[src/sv/gravity_tilt_angle_macros.svh]
// Assertion macros used by the tilt angle top-level RTL file.
`ifndef GRAVITY_TILT_ANGLE_MACROS_SVH
`define GRAVITY_TILT_ANGLE_MACROS_SVH

// Same-cycle implication, checked outside reset.
`define GTA_ASSERT_IMP(lbl, ante, cons, msg) \
  lbl: assert property (@(posedge clk) disable iff (!rst_n) (ante) |-> (cons)) \
    else $error(msg);

// Next-cycle implication, checked outside reset.
`define GTA_ASSERT_NEXT(lbl, ante, cons, msg) \
  lbl: assert property (@(posedge clk) disable iff (!rst_n) (ante) |=> (cons)) \
    else $error(msg);

`endif

[src/sv/gta_pkg.sv]
// Package: types, constants and the arctangent table for the tilt angle block.
`timescale 1ns / 1ps
package gta_pkg;

  localparam int GTA_CORDIC_STEPS = 16;
  localparam int GTA_ATAN_ENTRIES = 24;

  localparam int XW = 36;  // CORDIC x/y width
  localparam int ZW = 33;  // CORDIC angle width, Q29 signed

  localparam logic signed [ZW-1:0] PI_Q29      = 33'sd1686629713;
  localparam logic signed [ZW-1:0] HALF_PI_Q29 = 33'sd843314857;
  localparam logic [28:0] DEG128_MUL  = 29'd480631834;
  localparam logic [15:0] DEG128_HALF = 16'd23040;
  localparam logic [15:0] DEG128_FULL = 16'd46080;
  localparam logic [15:0] RAD13_HALF  = 16'd25736;
  localparam logic [15:0] RAD13_FULL  = 16'd51472;

  // Configuration register indexes
  localparam logic REG_OUT_DEG = 1'b0;
  localparam logic REG_REF_AXIS = 1'b1;

  typedef struct packed {
    logic signed [15:0] accel_x;
    logic signed [15:0] accel_y;
    logic signed [15:0] accel_z;
  } in_t;

  typedef struct packed {
    logic [15:0] angle;
    logic        zero_vector;
  } out_t;

  // Per-request sideband carried along the pipeline
  typedef struct packed {
    logic signed [16:0] u;
    logic               neg;
    logic               zero;
  } side_t;

  function automatic logic [ZW-1:0] atan_q29(input int i);
    logic [ZW-1:0] a;
    case (i)
      0:  a = 33'd421657428;
      1:  a = 33'd248918915;
      2:  a = 33'd131521918;
      3:  a = 33'd66762579;
      4:  a = 33'd33510843;
      5:  a = 33'd16771758;
      6:  a = 33'd8387925;
      7:  a = 33'd4194219;
      8:  a = 33'd2097141;
      9:  a = 33'd1048575;
      10: a = 33'd524288;
      11: a = 33'd262144;
      12: a = 33'd131072;
      13: a = 33'd65536;
      14: a = 33'd32768;
      15: a = 33'd16384;
      16: a = 33'd8192;
      17: a = 33'd4096;
      18: a = 33'd2048;
      19: a = 33'd1024;
      20: a = 33'd512;
      21: a = 33'd256;
      22: a = 33'd128;
      23: a = 33'd64;
      default: a = '0;
    endcase
    return a;
  endfunction

endpackage

[src/sv/gta_sqrt.sv]
// Pipelined digit-by-digit square root: floor(sqrt(m * 2^32)), one result bit per stage.
`timescale 1ns / 1ps
module gta_sqrt
  import gta_pkg::*;
(
  input  logic        clk,
  input  logic        rst_n,
  input  logic        en,
  input  logic        in_valid,
  input  logic [31:0] in_m,
  input  side_t       in_side,
  output logic        out_valid,
  output logic [31:0] out_root,
  output side_t       out_side
);

  localparam int NS = 32;

  logic        vld_r  [0:NS];
  logic [31:0] m_r    [0:NS];
  logic [31:0] root_r [0:NS];
  logic [32:0] rem_r  [0:NS];
  side_t       side_r [0:NS];

  // Stage zero is the input itself
  always_comb begin
    vld_r[0]  = in_valid;
    m_r[0]    = in_m;
    root_r[0] = '0;
    rem_r[0]  = '0;
    side_r[0] = in_side;
  end

  for (genvar s = 0; s < NS; s++) begin : g_step
    localparam int K = NS - 1 - s;
    logic [1:0]  pair;
    logic [34:0] rem_sh;
    logic [33:0] trial;
    logic        ge;

    // Next two bits of m * 2^32; the low half is all zero
    if (K >= 16) begin : g_hi
      assign pair = m_r[s][2*(K-16) +: 2];
    end else begin : g_lo
      assign pair = 2'b00;
    end

    assign rem_sh = {rem_r[s], pair};
    assign trial  = {root_r[s], 2'b01};
    assign ge     = rem_sh >= {1'b0, trial};

    always_ff @(posedge clk) begin
      if (!rst_n) begin
        vld_r[s+1] <= 1'b0;
      end else if (en) begin
        vld_r[s+1] <= vld_r[s];
      end
    end

    // Keep or subtract the trial value and shift in the new root bit
    always_ff @(posedge clk) begin
      if (en) begin
        m_r[s+1]    <= m_r[s];
        side_r[s+1] <= side_r[s];
        root_r[s+1] <= {root_r[s][30:0], ge};
        rem_r[s+1]  <= ge ? 33'(rem_sh - {1'b0, trial}) : rem_sh[32:0];
      end
    end
  end

  assign out_valid = vld_r[NS];
  assign out_root  = root_r[NS];
  assign out_side  = side_r[NS];

endmodule

[config.mk]
export PLATFORM = sky130hd
export DESIGN_NAME = gta_sqrt
export DESIGN_NICKNAME = d
export VERILOG_FILES = /design/src/sv/gravity_tilt_angle_macros.svh /design/src/sv/gta_pkg.sv /design/src/sv/gta_sqrt.sv
export SDC_FILE = /design/constraint.sdc
export NUM_CORES = 2
export LEC_CHECK = 0
export CELL_PAD_IN_SITES_DETAIL_PLACEMENT = 1
export CELL_PAD_IN_SITES_GLOBAL_PLACEMENT = 1
export CORE_MARGIN = 2
export CORE_UTILIZATION = 30
export CTS_CLUSTER_DIAMETER = 60
export DETAILED_ROUTE_END_ITERATION = 16
export DONT_BUFFER_PORTS = 1
export PLACE_DENSITY_LB_ADDON = 0.1
export SLEW_MARGIN = 20
export SYNTH_ARGS = -nofsm -noshare
export SYNTH_HDL_FRONTEND = slang
export SYNTH_SLANG_ARGS = --single-unit
[constraint.sdc]
create_clock -name clk -period 3.6 [get_ports clk]
set_input_delay 0.72 -clock clk [delete_from_list [all_inputs] [get_ports clk]]
set_output_delay 0.72 -clock clk [all_outputs]
set_load 0.005 [all_outputs]
==> out/metrics.sh <==
GRT_ANTENNA_BEFORE_REPAIR=5
ASYNCSETRESETFLOPFRACSYNTH=0
TRITONCTS_NUM_SINKS=2368
FIN_CRIT_NS=3.59
TRITONCTS='built'
PIN_COUNT_OF_THE_BIGGEST_NET_ENTERING_GLOBAL_ROUTING=163
MULTIINPUTGATEAREA_UM2=37000
WORST_HOLD_PATH.ENDPOINT='side_r[543]'
SYNTH_COMPOUND_AREA_FRAC=0.0957
CTS_MADE_BUFFERS=311
PLACED_AREA_UM2=119000
TIMING_WORST_SLEW_PIN_VALUE_NS=0.972
TIMING.FINAL.SETUP_VIOLATIONS=0
CLOCK_TRANSITION_AT_THE_REGISTERS_OF_THE_REPORTED_PATHS_NS=0.06
SYN_AVG_CELL_AREA_UM2=13.0
SETUP.WORST_PATH.START_CLASS='flop'
IR_WORST_VDD_V=0.000460
POST_DRT_VIA_CELL_RATIO=4.70
WORST_PATH_BUFS_INVS=2
END_KIND='flop'
HOLD_VIOL=0
CTS-ROOT-BUF='sky130_fd_sc_hd__clkbuf_16'
RUN_STATUS='finished clean'
FIN_TOTAL_PWR_mW=84.4
DP.FINAL_HPWL_MM=185
POST-SYNTH-TOP-AREA-FRACTION=0.636
NUMBER_OF_GLOBAL_ROUTE_VIAS_BEFORE_REPAIR=70700
CORE_AREA_UM2=366000
POST_SYNTH_FA_HA_MAJ_AREA_FRACTION=0.0628
POST-SYNTH-TOP-COUNT-CELL='sky130_fd_sc_hd__edfxtp_1'
PORT_BUFFERS=0
GRT_OVERFLOW_TOTAL=0
LARGEST_FAMILY_OF_LOGIC_CELLS_BY_SYNTHESIZED_AREA='simple AND/OR/NAND/NOR gates'
ANT_NETS_AFTER_ROUTE=0
INITIAL_CORE_UTILIZATION=0.302
PINS_OVER_SLEW_LIMIT=0
CRITICAL-PATH-SLOWEST-CELL='sky130_fd_sc_hd__edfxtp_1'
FIRST_PASS_GRT_WIRE_LENGTH_MM=406
REQUIRED_NS=4.20
MAX_CLOCK_FREQ_MHz=279
DIE_WIDTH_UM=610
FINALWIRELENGTH_MM=258
FINISH.INSTANCE_AREA_UM2=131000
SYNTH.YOSYS.WARNINGS=0
POST-ROUTE-PERIOD-UTIL=0.997
FIN_WORST_SKEW_NS=0.0573
FILLER_CELL_COUNT=38200
SYNTH_ENABLE_FLOP_CELLS=2336
HOLDWS_NS=0.150
TOP_POST_SYNTHESIS_CELLS_BY_COUNT='sky130_fd_sc_hd__edfxtp_1 (2336), sky130_fd_sc_hd__inv_1 (662), sky130_fd_sc_hd__nand2_1 (592)'
AREAGROWTHSYNTHTOFINISH_PCT=19.0
GRT_UTIL_ALL_LAYERS=0.136
POST-SYNTH-TOP-AREA-CELL='sky130_fd_sc_hd__edfxtp_1'
CLOCK_LATENCY_NS=0.91
REG2REG_TO='g_step[23].rem_sh[30]'
TIMING.HOLD.WORST_PATH_DEPTH=1
CELL_AREA_AFTER_SYNTHESIS_UM2=110000
DIE_AREA_UM2=373000
SYNTH.FF_LATCH_COUNT=2368
ROUTE.VIAS.TOTAL=66700
SETUP-TNS-FINAL_NS=0
WIRE_PER_INST_UM=18.2
CRITICAL-PATH-MAX-STAGE-DELAY_NS=0.41
SEQUENTIAL_CELL_AREA_UM2=70800
RSZ0062_AT_GRT='true'
SYNTH-SIMPLE-AREA-SHARE=0.0964
NNETSFINAL=9758
SYNTHFLOPTYPE='sky130_fd_sc_hd__edfxtp_1'
WORSTSETUPPATHTYPE='flop to flop'
SYNTH_SEQ_AREA_SHARE=0.642
MAXCAPVIOLATIONS=0
MIN_PATH_TYPE='input pin to flop'
CELLPOWERDENSITY_nW_PER_UM2=643
FLOORPLAN.DIE.HEIGHT_UM=610
POST_SYNTH_XOR_AREA_FRACTION=0.0610
PATH_CELLS='ha_2, fa_2, a211o_1, o211ai_1, a22o_2, o311ai_4, o41ai_2, buf_4, a41o_1, nand2_2, buf_6, or3_4, xnor2_1'
1ST_ITER_DRT_VIOLS=3224
FIRSTDRTPASSITERS=5
WORST_R2R_STARTPOINT='g_step[22].rem_sh[2]'
POSTSYNTHNETCOUNT=9105
WORST_R2R_PATH_DEPTH=13
NUM_IO_PINS=107
CLOCK_BUFFER_DEPTH=4
SYNTH.MUX.AREA_FRACTION=0.0131
SYNTH.TOP_CELLS.BY_AREA='sky130_fd_sc_hd__edfxtp_1 (64%), sky130_fd_sc_hd__ha_1 (6.0%), sky130_fd_sc_hd__xnor2_1 (3.1%)'
CTSHTREEMAXLEVEL=5
CPLARGESTDELAYFAMILY='compound AO/OA/AOI/OAI gates'
LAYOUT-DRIVE-GT1-SHARE=0.126
TOTAL_LEAKAGE_POWER_nW=49.7
WORST_SLEW_SLACK_AS_A_FRACTION_OF_ITS_LIMIT=0.352
CRITPATHMAXFANOUT=2
ROW_COUNT=222
DRC=0
TIMING.REG2REG.SETUP_SLACK_NS=0.01
SYNTHESIS.INSTANCES=8505
CRITICAL_PATH_ARRIVAL_NS=4.19
WORST_HOLD_STARTPOINT='en'
FINAL_WEIGHTED_CONGESTION_IN_ROUTABILITY_DRIVEN_PLACEMENT=0.849
YOSYSUNIQUECELLTYPES=94
==> metal layers <==
layer | share of wire | wire length, µm | track usage
met5 | 0 | 0 | 0
met2 | 0.50 | 129000 | 0.243
met1 | 0.44 | 113000 | 0.168
met3 | 0.026 | 6620 | 0.0169
met4 | 0.036 | 9390 | 0.0484
==> logic make-up after synthesis <==
kind of cell | count (synthesis)
muxes | 133
adders and majority gates | 545
other | 1
xor gates and xnor gates | 768
buffers and inverters | 840
DFF | 2368
AOI/OAI and AO/OA | 1695
and+or+nand+nor | 2155
==> report_power, final <==
part	switching, mW	internal (mW)	total (mW)	leakage, nW
Sequential	2.42	34.8	37.2	22.5
Combinational	9.27	7.34	16.6	22.2
Clock	12.1	18.5	30.6	4.92
==> layout by cell type (no fill, tap or decap), types with 74 or more instances in the layout <==
master                      count
sky130_fd_sc_hd__a21oi_1      498
sky130_fd_sc_hd__nand3_1      132
sky130_fd_sc_hd__clkbuf_16    321
sky130_fd_sc_hd__buf_4        412
sky130_fd_sc_hd__ha_1         527
sky130_fd_sc_hd__inv_1        662
sky130_fd_sc_hd__nand2_1      590
sky130_fd_sc_hd__nor4_1        85
sky130_fd_sc_hd__or3_1         74
sky130_fd_sc_hd__nor2_1       506
sky130_fd_sc_hd__o21ai_0      426
sky130_fd_sc_hd__a21o_1       208
sky130_fd_sc_hd__xor2_1       383
sky130_fd_sc_hd__nand2b_1      89
sky130_fd_sc_hd__nor2b_1      103
sky130_fd_sc_hd__nor3_1       205
sky130_fd_sc_hd__o21a_1        86
sky130_fd_sc_hd__edfxtp_1    2336
sky130_fd_sc_hd__xnor2_1      384
sky130_fd_sc_hd__mux2_2        89
==> timing repair <==
action                     4_1_cts  5_1_grt
hold buffers                    55        0
hold endpoints to repair       123        0
gates cloned                     9        3
pin swaps                       24       43
setup buffers                   24       19
gates resized for setup         49       92
setup endpoints to repair      813      600
==> through the flow <==
| step | setup WS [ns] | util | instances |
|---|---|---|---|
| after global routing | -0.0613 | 0.359 | 14200 |
| after floorplan | 0.0143 | - | 8505 |
| after global placement | -2.68 | 0.326 | 13600 |
| final | 0.0116 | 0.359 | 14200 |
| after detailed placement | -2.97 | 0.326 | 13600 |
| after CTS | -0.0967 | 0.357 | 14200 |
==> final cells by class <==
class | count | share of cell area
flip-flops and latches | 2368 | 0.539
multi-input cells | 5297 | 0.282
clock buffers | 363 | 0.0620
well taps | 4816 | 0.0459
repair buffers | 514 | 0.0366
inverters | 666 | 0.0190
clock inverters | 181 | 0.0154
diodes | 2 | 0.0000381
==> state kept, by name, summed over array words and instances, names as in the netlist <==
| signal | cells |
|---|---|
| out_valid | 1 |
| out_side | 19 |
| g_step.pair | 30 |
| m_r | 210 |
| g_step.rem_sh | 960 |
| side_r | 589 |
| out_root | 32 |
| g_step.trial | 496 |
| vld_r | 31 |
==> how the worst max path moves through the flow <==
stage          slack, ns                    end                  from  cells after the start
2_1_floorplan       0.01  g_step[18].rem_sh[30]  g_step[17].rem_sh[2]                     11
3_3_place_gp       -2.68    g_step[28].trial[3]                    en                      6
3_5_place_dp       -2.97    g_step[28].trial[3]                    en                      7
4_1_cts             -0.1  g_step[23].rem_sh[34]  g_step[22].rem_sh[2]                     12
5_1_grt            -0.06  g_step[23].rem_sh[30]  g_step[22].rem_sh[2]                     13
6_report            0.01  g_step[23].rem_sh[30]  g_step[22].rem_sh[2]                     13
No activity file was read; power rests on OpenSTA's default activity.
