## src/sv/gravity_tilt_angle_macros.svh

```systemverilog
// Assertion macros used by the tilt angle top-level RTL file.
`ifndef GRAVITY_TILT_ANGLE_MACROS_SVH
`define GRAVITY_TILT_ANGLE_MACROS_SVH

// Same-cycle implication, checked outside reset.
`define GTA_ASSERT_IMP(lbl, ante, cons, msg) \
  lbl: assert property (@(posedge clk) disable iff (!rst_n) (ante) |-> (cons)) \
    else $error(msg);

// Next-cycle implication, checked outside reset.
`define GTA_ASSERT_NEXT(lbl, ante, cons, msg) \
  lbl: assert property (@(posedge clk) disable iff (!rst_n) (ante) |=> (cons)) \
    else $error(msg);

`endif

```

## src/sv/gta_pkg.sv

```systemverilog
// Package: types, constants and the arctangent table for the tilt angle block.
`timescale 1ns / 1ps
package gta_pkg;

  localparam int GTA_CORDIC_STEPS = 16;
  localparam int GTA_ATAN_ENTRIES = 24;

  localparam int XW = 36;  // CORDIC x/y width
  localparam int ZW = 33;  // CORDIC angle width, Q29 signed

  localparam logic signed [ZW-1:0] PI_Q29      = 33'sd1686629713;
  localparam logic signed [ZW-1:0] HALF_PI_Q29 = 33'sd843314857;
  localparam logic [28:0] DEG128_MUL  = 29'd480631834;
  localparam logic [15:0] DEG128_HALF = 16'd23040;
  localparam logic [15:0] DEG128_FULL = 16'd46080;
  localparam logic [15:0] RAD13_HALF  = 16'd25736;
  localparam logic [15:0] RAD13_FULL  = 16'd51472;

  // Configuration register indexes
  localparam logic REG_OUT_DEG = 1'b0;
  localparam logic REG_REF_AXIS = 1'b1;

  typedef struct packed {
    logic signed [15:0] accel_x;
    logic signed [15:0] accel_y;
    logic signed [15:0] accel_z;
  } in_t;

  typedef struct packed {
    logic [15:0] angle;
    logic        zero_vector;
  } out_t;

  // Per-request sideband carried along the pipeline
  typedef struct packed {
    logic signed [16:0] u;
    logic               neg;
    logic               zero;
  } side_t;

  function automatic logic [ZW-1:0] atan_q29(input int i);
    logic [ZW-1:0] a;
    case (i)
      0:  a = 33'd421657428;
      1:  a = 33'd248918915;
      2:  a = 33'd131521918;
      3:  a = 33'd66762579;
      4:  a = 33'd33510843;
      5:  a = 33'd16771758;
      6:  a = 33'd8387925;
      7:  a = 33'd4194219;
      8:  a = 33'd2097141;
      9:  a = 33'd1048575;
      10: a = 33'd524288;
      11: a = 33'd262144;
      12: a = 33'd131072;
      13: a = 33'd65536;
      14: a = 33'd32768;
      15: a = 33'd16384;
      16: a = 33'd8192;
      17: a = 33'd4096;
      18: a = 33'd2048;
      19: a = 33'd1024;
      20: a = 33'd512;
      21: a = 33'd256;
      22: a = 33'd128;
      23: a = 33'd64;
      default: a = '0;
    endcase
    return a;
  endfunction

endpackage

```

## src/sv/gta_scale.sv

```systemverilog
// Unit conversion, half-circle clamp and wrap of the angle; last stage is the output register.
`timescale 1ns / 1ps
module gta_scale
  import gta_pkg::*;
(
  input  logic                 clk,
  input  logic                 rst_n,
  input  logic                 en,
  input  logic                 out_deg,
  input  logic                 in_valid,
  input  logic signed [ZW-1:0] in_z,
  input  side_t                in_side,
  output logic                 out_valid,
  output out_t                 out_data
);

  logic        a_vld_r;
  logic [59:0] prod_r;
  logic [15:0] rad_r;
  logic        deg_r;
  logic        neg_r;
  logic        zero_r;
  logic [30:0] zc;
  logic [31:0] rad_sum;

  logic        vld_r;
  out_t        data_r;
  logic [60:0] p_rnd;
  logic [15:0] res;
  logic [15:0] half;
  logic [15:0] full;
  logic [15:0] res_c;
  out_t        data_nxt;

  // Clamp z to [0, pi]
  always_comb begin
    if (in_z < 0) begin
      zc = '0;
    end else if (in_z > PI_Q29) begin
      zc = PI_Q29[30:0];
    end else begin
      zc = in_z[30:0];
    end
  end

  assign rad_sum = {1'b0, zc} + 32'd32768;

  // Stage A: scale to degrees by multiplication, to radians by rounding shift
  always_ff @(posedge clk) begin
    if (!rst_n) begin
      a_vld_r <= 1'b0;
    end else if (en) begin
      a_vld_r <= in_valid;
    end
  end

  always_ff @(posedge clk) begin
    if (en) begin
      prod_r <= 60'(zc * DEG128_MUL);
      rad_r  <= rad_sum[31:16];
      deg_r  <= out_deg;
      neg_r  <= in_side.neg;
      zero_r <= in_side.zero;
    end
  end

  // Stage B: round, clamp to half a circle, mirror when the signing axis is negative
  always_comb begin
    p_rnd = {1'b0, prod_r} + (61'd1 << 44);
    if (deg_r) begin
      res  = 16'(p_rnd[60:45]);
      half = DEG128_HALF;
      full = DEG128_FULL;
    end else begin
      res  = rad_r;
      half = RAD13_HALF;
      full = RAD13_FULL;
    end
    res_c = (res > half) ? half : res;
    if (neg_r && res_c != 16'd0) begin
      res_c = full - res_c;
    end
    if (zero_r) begin
      data_nxt.angle       = '0;
      data_nxt.zero_vector = 1'b1;
    end else begin
      data_nxt.angle       = res_c;
      data_nxt.zero_vector = 1'b0;
    end
  end

  always_ff @(posedge clk) begin
    if (!rst_n) begin
      vld_r <= 1'b0;
    end else if (en) begin
      vld_r <= a_vld_r;
    end
  end

  always_ff @(posedge clk) begin
    if (en) begin
      data_r <= data_nxt;
    end
  end

  assign out_valid = vld_r;
  assign out_data  = data_r;

endmodule

```

## config.mk

```make
export PLATFORM = sky130hd
export DESIGN_NAME = gta_scale
export DESIGN_NICKNAME = d
export VERILOG_FILES = /design/src/sv/gravity_tilt_angle_macros.svh /design/src/sv/gta_pkg.sv /design/src/sv/gta_scale.sv
export SDC_FILE = /design/constraint.sdc
export NUM_CORES = 1
export LEC_CHECK = 0
export BUFFER_PORTS_ARGS = -buffer_cell sky130_fd_sc_hd__buf_2
export CAP_MARGIN = 20
export CORE_ASPECT_RATIO = 1.4
export CORE_MARGIN = 8
export CORE_UTILIZATION = 60
export DETAILED_ROUTE_END_ITERATION = 10
export PLACE_DENSITY = 0.78
export SLEW_MARGIN = 20
export SYNTH_ARGS = -nofsm -noshare
export SYNTH_HDL_FRONTEND = slang
export SYNTH_SLANG_ARGS = --single-unit
export TNS_END_PERCENT = 1
```

## constraint.sdc

```tcl
create_clock -name clk -period 18.6 [get_ports clk]
set_input_delay 0.93 -clock clk [delete_from_list [all_inputs] [get_ports clk]]
set_output_delay 0.93 -clock clk [all_outputs]
set_load 0.02 [all_outputs]
```

==> results of run 1 <==
Yosys cell counts (3+ instances only):
cell | number | area (sq um)
clkbuf_1 | 10 | 37.54
fa_1 | 319 | 6386
nor2_1 | 46 | 172.7
a221oi_1 | 3 | 26.28
or2_2 | 5 | 31.28
a21boi_0 | 8 | 60.06
o211ai_1 | 6 | 45.04
a21oi_1 | 43 | 215.2
a21o_1 | 29 | 217.7
nand2b_1 | 12 | 75.07
nor2b_1 | 13 | 81.33
nand3_1 | 28 | 140.1
mux2i_1 | 9 | 90.09
o211a_1 | 3 | 30.03
inv_1 | 588 | 2207
or4b_2 | 3 | 30.03
o21a_1 | 12 | 90.09
edfxtp_1 | 52 | 1562
nor4_1 | 9 | 56.30
a31oi_1 | 9 | 56.30
nor3_1 | 17 | 85.08
a22oi_1 | 3 | 22.52
and2_1 | 5 | 31.28
a211o_1 | 3 | 26.28
xnor2_1 | 30 | 262.8
a2111oi_0 | 3 | 26.28
o311ai_0 | 4 | 35.03
a211oi_1 | 12 | 90.09
nand4_1 | 15 | 93.84
and3_1 | 7 | 43.79
xor2_1 | 13 | 113.9
o21bai_1 | 3 | 22.52
buf_2 | 4 | 20.02
or4_1 | 5 | 37.54
nand2_1 | 57 | 214.0
and4_1 | 5 | 43.79
mux2_2 | 4 | 45.04
o21ai_0 | 38 | 190.2
ha_1 | 328 | 4104
final timing paths:
path | to | slack, ps
max | prod_r[54]$_DFFE_PP_ | 7210
min | a_vld_r$_SDFFE_PN0P_ | 530
min reg2reg | a_vld_r$_SDFFE_PN0P_ | 530
max reg2reg | out_data[14]$_SDFFCE_PP0P_ | 13450
area by class of cell:
class	instances	area [sq um]	share of cell area (%)
multi-input cells	1150	13670	73.76
inverters	588	2207	11.91
flip-flops and latches	54	1602	8.642
well taps	380	475.5	2.566
repair buffers	77	435.4	2.350
clock buffers	6	128.9	0.6954
clock inverters	2	13.76	0.07427
worst min-delay path, delay by kind of cell, from the launching register on:
family	cells	cell delay, ps
flops	1	310
mux	1	120
simple gates	1	60
per-stage QoR:
stage | instances | util (%) | hold slack, ps
final | 2257 | 63.95 | 531.8
after floorplan | 1810 | - | 478.3
after global routing | 2257 | 63.95 | 587.0
after CTS | 2257 | 63.95 | 534.7
after detailed placement | 2249 | 63.45 | 526.1
after global placement | 2249 | 63.45 | 492.8
flip-flops by register name, indices dropped and copies added (netlist names):
name / flops
zero_r: 1
neg_r: 1
prod_r: 16
out_valid: 1
out_data: 17
a_vld_r: 1
rad_r: 16
deg_r: 1
cell families after synthesis:
logic type / after synthesis / synth area share (%)
compound gates: 204 / 7.889
xor+xnor: 43 / 2.145
fa+ha+maj: 647 / 59.74
buf+inv: 606 / 13.03
flops: 54 / 9.121
mux: 14 / 0.8551
simple gates: 242 / 7.219
routing by layer:
metal | share of wire, % | GRT usage, % | vias to the layer above
li1 | - | - | 5821
met1 | 38 | 30.15 | 6277
met2 | 51 | 45.35 | 398
met3 | 4.3 | 2.259 | 139
met4 | 7.3 | 16.15 | 0
met5 | 0 | 0 | -
==> results by group, run 1 <==
Global route
  • Largest net degree at the start of global routing: 55
  • Gr ovfl total: 0
  • Global Route Usage Sum: 25.82%
  • Antenna violations before repair: 0
  • Vias in the first global route: about 14000
  • First-pass GRT wire length: a little over 70000 microns

Drt
  • Vias: roughly 13000
  • Routed WL: ~43000 microns
  • DR DRC count: 0
  • DRT iter0 DRCs: approximately 720
  • Initial DRT Pass Iterations: 6
  • Antenna Nets Post-Route: 0
  • Number of vias per cell: 5.598
  • DR WL/cell: a little under 20 microns

Worst setup path
  • Crit path DAT: 11450 ps
  • Max stage delay cell, worst path: a2111oi_0
  • Crit. End Element: flip-flop
  • Kind of critical path: input pin to flip-flop
  • Critical Path RT: 18650 ps
  • RR Startpoint: prod_r[44]$_DFFE_PP_
  • Biggest cell delay along the critical path: between 600 and 700 ps
  • Largest delay share family, worst path: adder cells
  • CP Buf/Inv Count: 9
  • Worst r2r path cells: 17
  • CP max FO: 12
  • Startpoint types: input pin
  • Critical path depth in cells: 37
  • Crit. Startpoint: in_z[2]

STA
  • Final hold viol count: 0
  • Fin Setup TNS: 0 ps
  • Fin crit share: between 60% and 70%
  • Worst slew pin tran: 854.2 ps
  • Setup violations, final: 0
  • Max_slew headroom: 42.45%
  • Post-route worst setup slack: 7208 ps
  • Max-slew violation count: 0
  • Unrepaired setup endpoints after global routing: false
  • Fmax: 87.78 MHz
  • Clk_skew: 5.740 ps
  • Tmin final: 11390 ps

Layout
  • Most common library cell in the layout ignoring fill and taps: inv_1
  • Ant diodes: 0
  • Layout cells sized above 1: 5.701%
  • Nets: 2580
  • Commonest non-fill, non-tap cells in the layout: inv_1 (588), ha_1 (328), fa_1 (319), nand2_1 (57), buf_2 (57)
  • Area grow syn2layout: 5.544%
  • Design area: 18530 sq um
  • Fill cells: 2320

Logic synthesis
  • Number of flops mapped to enable cells by yosys: 52
  • Sequential fraction of the synthesis area: a little over 9%
  • Synth warn: 0
  • Post-synth ARST share: 0%
  • Post-Syn Area per Cell: 9.701 sq um
  • Synth unique cells: 72
  • Gate Count Post-Synth: 1810
  • Post-Syn Nets: 2514
  • Main synth FF type: edfxtp_1
  • Mapped Area: roughly 18000 sq um
  • Yosys reg bits: 54

Run status
  • Status: finished clean

Clock network
  • Postcts setup bufs: 0
  • CTS Buf Count: 5
  • Cts hold-fix bufs: 0
  • CTS HTree Levels: 2
  • Post-cts sizing count: 0
  • CTS tree: yes
  • Max Root-Sink Buffers: 2
  • CTS Sinks: 54
  • Clock Tree Root: clkbuf_16
  • Clk_lat worst skew: 290 ps
  • Clk slew on worst S/H paths: 70 ps

Placed design
  • Dpl ws: 7045 ps
  • IO Port Bufs: 57
  • Post-DP Area: ~18000 sq um
  • RePlAce Congestion: ~0.98
  • Hpwl dp: just under 40000 microns

Run
  • Number of max-cap violations: 0

Die
  • DIE AREA: about 35000 sq um
  • Die W: 160.6 microns
  • Die Y: 218.4 microns
  • CORE AREA: 28980 sq um
  • # IOs: 75
  • Initial core utilization: 60.59%
  • Row Count: 74

Hold path
  • Min-Delay Path Class: flip-flop to flip-flop
  • Hold path startpoint: a_vld_r$_SDFFE_PN0P_
  • Hold Path Stages: 2
Power of run 1 is not shown: default switching activity piles up to over one toggle a cycle in this logic, so the estimate is an artifact.
==> inputs of run 2 (changes only) <==
- ABC_AREA: not set -> 1
- CORE_UTILIZATION: 60 -> 59
- PLACE_DENSITY: 0.78 -> 0.8
- clock period: 18.6 -> 10.1 ns (I/O delays scaled with it)
==> run 2 against run 1 <==
  * Utilization fell by 1.3 points
  * Design area grew 5.9%
  * Clock skew up 0.64 ps
  * Highest routed layer unchanged
  * Area after synthesis increased by 6.0%
==> results by group, run 2 <==
Global route
  • M3 GR Usage: 3.638% (+1.4 points)
  • Met1 usage: 30.74% (+0.60 points)
  • Largest net degree at the start of global routing: 56 (+1.8%)
  • Global Route Usage Sum: 28.48% (+2.7 points)
  • First-pass GRT wire length: 83170 microns (+17%)
  • Met2 GRT Util: 50.72% (+5.4 points)
  • Global route hottest layer: met2
  • Gr ovfl total: 0 (unchanged)
  • Antenna violations before repair: 0 (unchanged)
  • Vias in the first global route: 16000 (+15%)

Clock network
  • Clk slew on worst S/H paths: 70 ps (about the same)
  • Postcts setup bufs: 0 (unchanged)
  • Max Root-Sink Buffers: 2 (unchanged)
  • CTS tree: yes
  • Cts hold-fix bufs: 0 (unchanged)
  • CTS Sinks: 54 (unchanged)
  • CTS HTree Levels: 2 (unchanged)
  • Clk_lat worst skew: 300 ps (about the same)
  • Post-cts sizing count: 0 (unchanged)
  • CTS Buf Count: 5 (unchanged)
  • Clock Tree Root: clkbuf_16

Logic synthesis
  • Post-synth ARST share: 0% (unchanged)
  • Area share of the largest cell type after synthesis: 34.30% (-2.1 points)
  • Post-Synth Adder-Cell Area: 56.35% (-3.4 points)
  • Main synth FF type: edfxtp_1
  • Compound-gate portion of the synthesized area: 6.835% (-1.1 points)
  • Post-Synth Simple-Gate Area: 11.82% (+4.6 points)
  • Synth Area in XOR/XNOR: 1.835% (-0.31 points)
  • Post-Syn Nets: 2859 (+14%)
  • Mapped Area: 18620 sq um (+6.0%)
  • Sequential fraction of the synthesis area: 8.603% (-0.52 points)
  • Most common cell in the netlist: inv_1
  • Gate Count Post-Synth: 2155 (+19%)
  • Largest family of logic cells by synthesized area: adder cells
  • Most common library cells after synthesis: inv_1 (693), ha_1 (328), fa_1 (319)
  • Yosys top cell by area: fa_1
  • Post-Syn Area per Cell: 8.639 sq um (-11%)
  • Mux contribution to synthesized area: 0.05377% (-0.80 points)
  • Yosys reg bits: 54 (unchanged)
  • Number of flops mapped to enable cells by yosys: 52 (unchanged)
  • Top post-synthesis cells by area: fa_1 (34%), ha_1 (22%), inv_1 (14%)
  • Synth unique cells: 59 (-18%)
  • Synth warn: 0 (unchanged)

Placed design
  • RePlAce Congestion: 1.038 (+6.0%)
  • Placed cell count: 2610 (+16%)
  • Hpwl dp: 44710 microns (+16%)
  • Dpl ws: 764.1 ps (-6280 ps)
  • IO Port Bufs: 57 (unchanged)

Worst setup path
  • Crit. End Element: flip-flop
  • Crit path DAT: 9270 ps (-2180 ps)
  • Top cell by count, worst path: inv_1
  • Biggest cell delay along the critical path: 770 ps (+130 ps)
  • Max stage delay cell, worst path: o21ai_2
  • R2r setup slk: 5850 ps (-7600 ps)
  • Kind of critical path: input pin to flip-flop
  • CP max FO: 32 (+20)
  • Startpoint types: input pin
  • Critical Path RT: 10130 ps (-8520 ps)

STA
  • Final hold viol count: 0 (unchanged)
  • Fmax: between 100 and 150 MHz
  • Post-route worst setup slack: 865.9 ps (-6342 ps)
  • Fin Setup TNS: 0 ps (unchanged)
  • Max-slew violation count: 0 (unchanged)
  • Setup violations, final: 0 (unchanged)
  • Fin crit share: 91.43%
  • Max_slew headroom: 27.39% (-15 points)
  • Tmin final: 9234 ps
  • Worst slew pin tran: 1078 ps (+223.6 ps)
  • Unrepaired setup endpoints after global routing: false
  • Clk_skew: 6.383 ps (+0.6431 ps)

Layout
  • Area grow syn2layout: 5.417%
  • Ant diodes: 0 (unchanged)
  • Fill cells: 2697 (+16%)
  • Fin util: 62.68% (-1.3 points)
  • Layout cells sized above 1: 5.983% (+0.28 points)
  • Nets: 2926 (+13%)
  • Commonest non-fill, non-tap cells in the layout: inv_1 (693), ha_1 (328), fa_1 (319), nand2_1 (194), nor2_1 (121)
  • Max reg flops: 17 (unchanged)
  • Most common library cell in the layout ignoring fill and taps: inv_1
  • Final non-filler cell total: 2618 (+16%)

Die
  • Die Y: 226.2 microns (+3.6%)
  • CORE AREA: 31310 sq um (+8.0%)
  • Initial core utilization: 59.46% (-1.1 points)
  • Row Count: 77 (+4.1%)
  • Die W: 166.1 microns (+3.5%)
  • # IOs: 75 (unchanged)
  • DIE AREA: 37570 sq um (+7.1%)

Drt
  • DR DRC count: 0 (unchanged)
  • Number of vias per cell: 5.490 (-1.9%)
  • DRT iter0 DRCs: 865 (+20%)
  • Routed WL: 50400 microns (+16%)
  • Antenna Nets Post-Route: 0 (unchanged)
  • DR WL/cell: 19.25 microns (about the same)
  • Initial DRT Pass Iterations: 5 (-1)
  • Vias: 14370 (+14%)

Hold path
  • Min-Delay Path Class: input pin to flip-flop

Run
  • Number of max-cap violations: 0 (unchanged)

Run status
  • Status: finished clean
## run 2: cell types whose count changed in the layout (fill, tap and decap cells not counted), sizes merged, moves of 10 or more
cell,previous run,this run
a31oi,9,19
nand2,59,207
nor2,46,132
inv,589,698
a211oi,13,1
nand3,28,78
a21o,29,4
xor2,13,25
xnor2,30,14
nor2b,13,0
o21ai,39,83
a21oi,43,88
nand2b,12,0
## run 2: final timing paths
check                                     startpoint                          to  depth (start not counted)
worst min-delay path                         out_deg             deg_r$_DFFE_PP_                          1
worst max-delay path                         in_z[2]        prod_r[56]$_DFFE_PP_                         37
worst min register to register  a_vld_r$_SDFFE_PN0P_      out_valid$_SDFFE_PN0P_                          2
worst max register to register       deg_r$_DFFE_PP_  out_data[15]$_SDFFCE_PP0P_                         23
## run 2: layout make-up
cell class                      count  area (sq um)  area share, %
Sequential cell                    54          1602          8.161
Inverter                          698          2620          13.35
Tap cell                          395         494.2          2.518
Clock inverter                      2         38.79         0.1976
Timing Repair Buffer               74         412.9          2.104
Multi-Input combinational cell   1389         14320          72.96
Clock buffer                        6         138.9         0.7077
## run 2: per-layer routing
metal / wire, microns / vias up / part of all wire (%)
met5: 0 / - / 0
met4: 4667 / 0 / 9.3
met3: 2427 / 171 / 4.8
met2: 25250 / 476 / 50
met1: 18050 / 6995 / 36
li1: - / 6730 / -
## run 2: through the flow
step	hold WS (ps)	cell area (sq um)
finish	379.6	19630
global route	370.0	19630
CTS	375.1	19630
detailed placement	488.1	19450
global placement	459.3	19450
floorplan	424.4	18620
## run 2: critical path, delay by kind of cell
| family | cells | cell delay [ps] |
|---|---|---|
| xor gates and xnor gates | 1 | 170 |
| buffers and inverters | 9 | 1090 |
| adders and majority gates | 8 | 3700 |
| and+or+nand+nor | 9 | 790 |
| AOI/OAI and AO/OA | 10 | 3000 |
## run 2: cell families after synthesis
group / Yosys count
buffers and inverters: 712
adder cells (fa/ha/maj): 647
AND/OR/NAND/NOR: 481
AO/OA/AOI/OAI: 221
flip-flops: 54
XOR/XNOR: 39
multiplexers: 1
Power of run 2 is left out for the same reason.
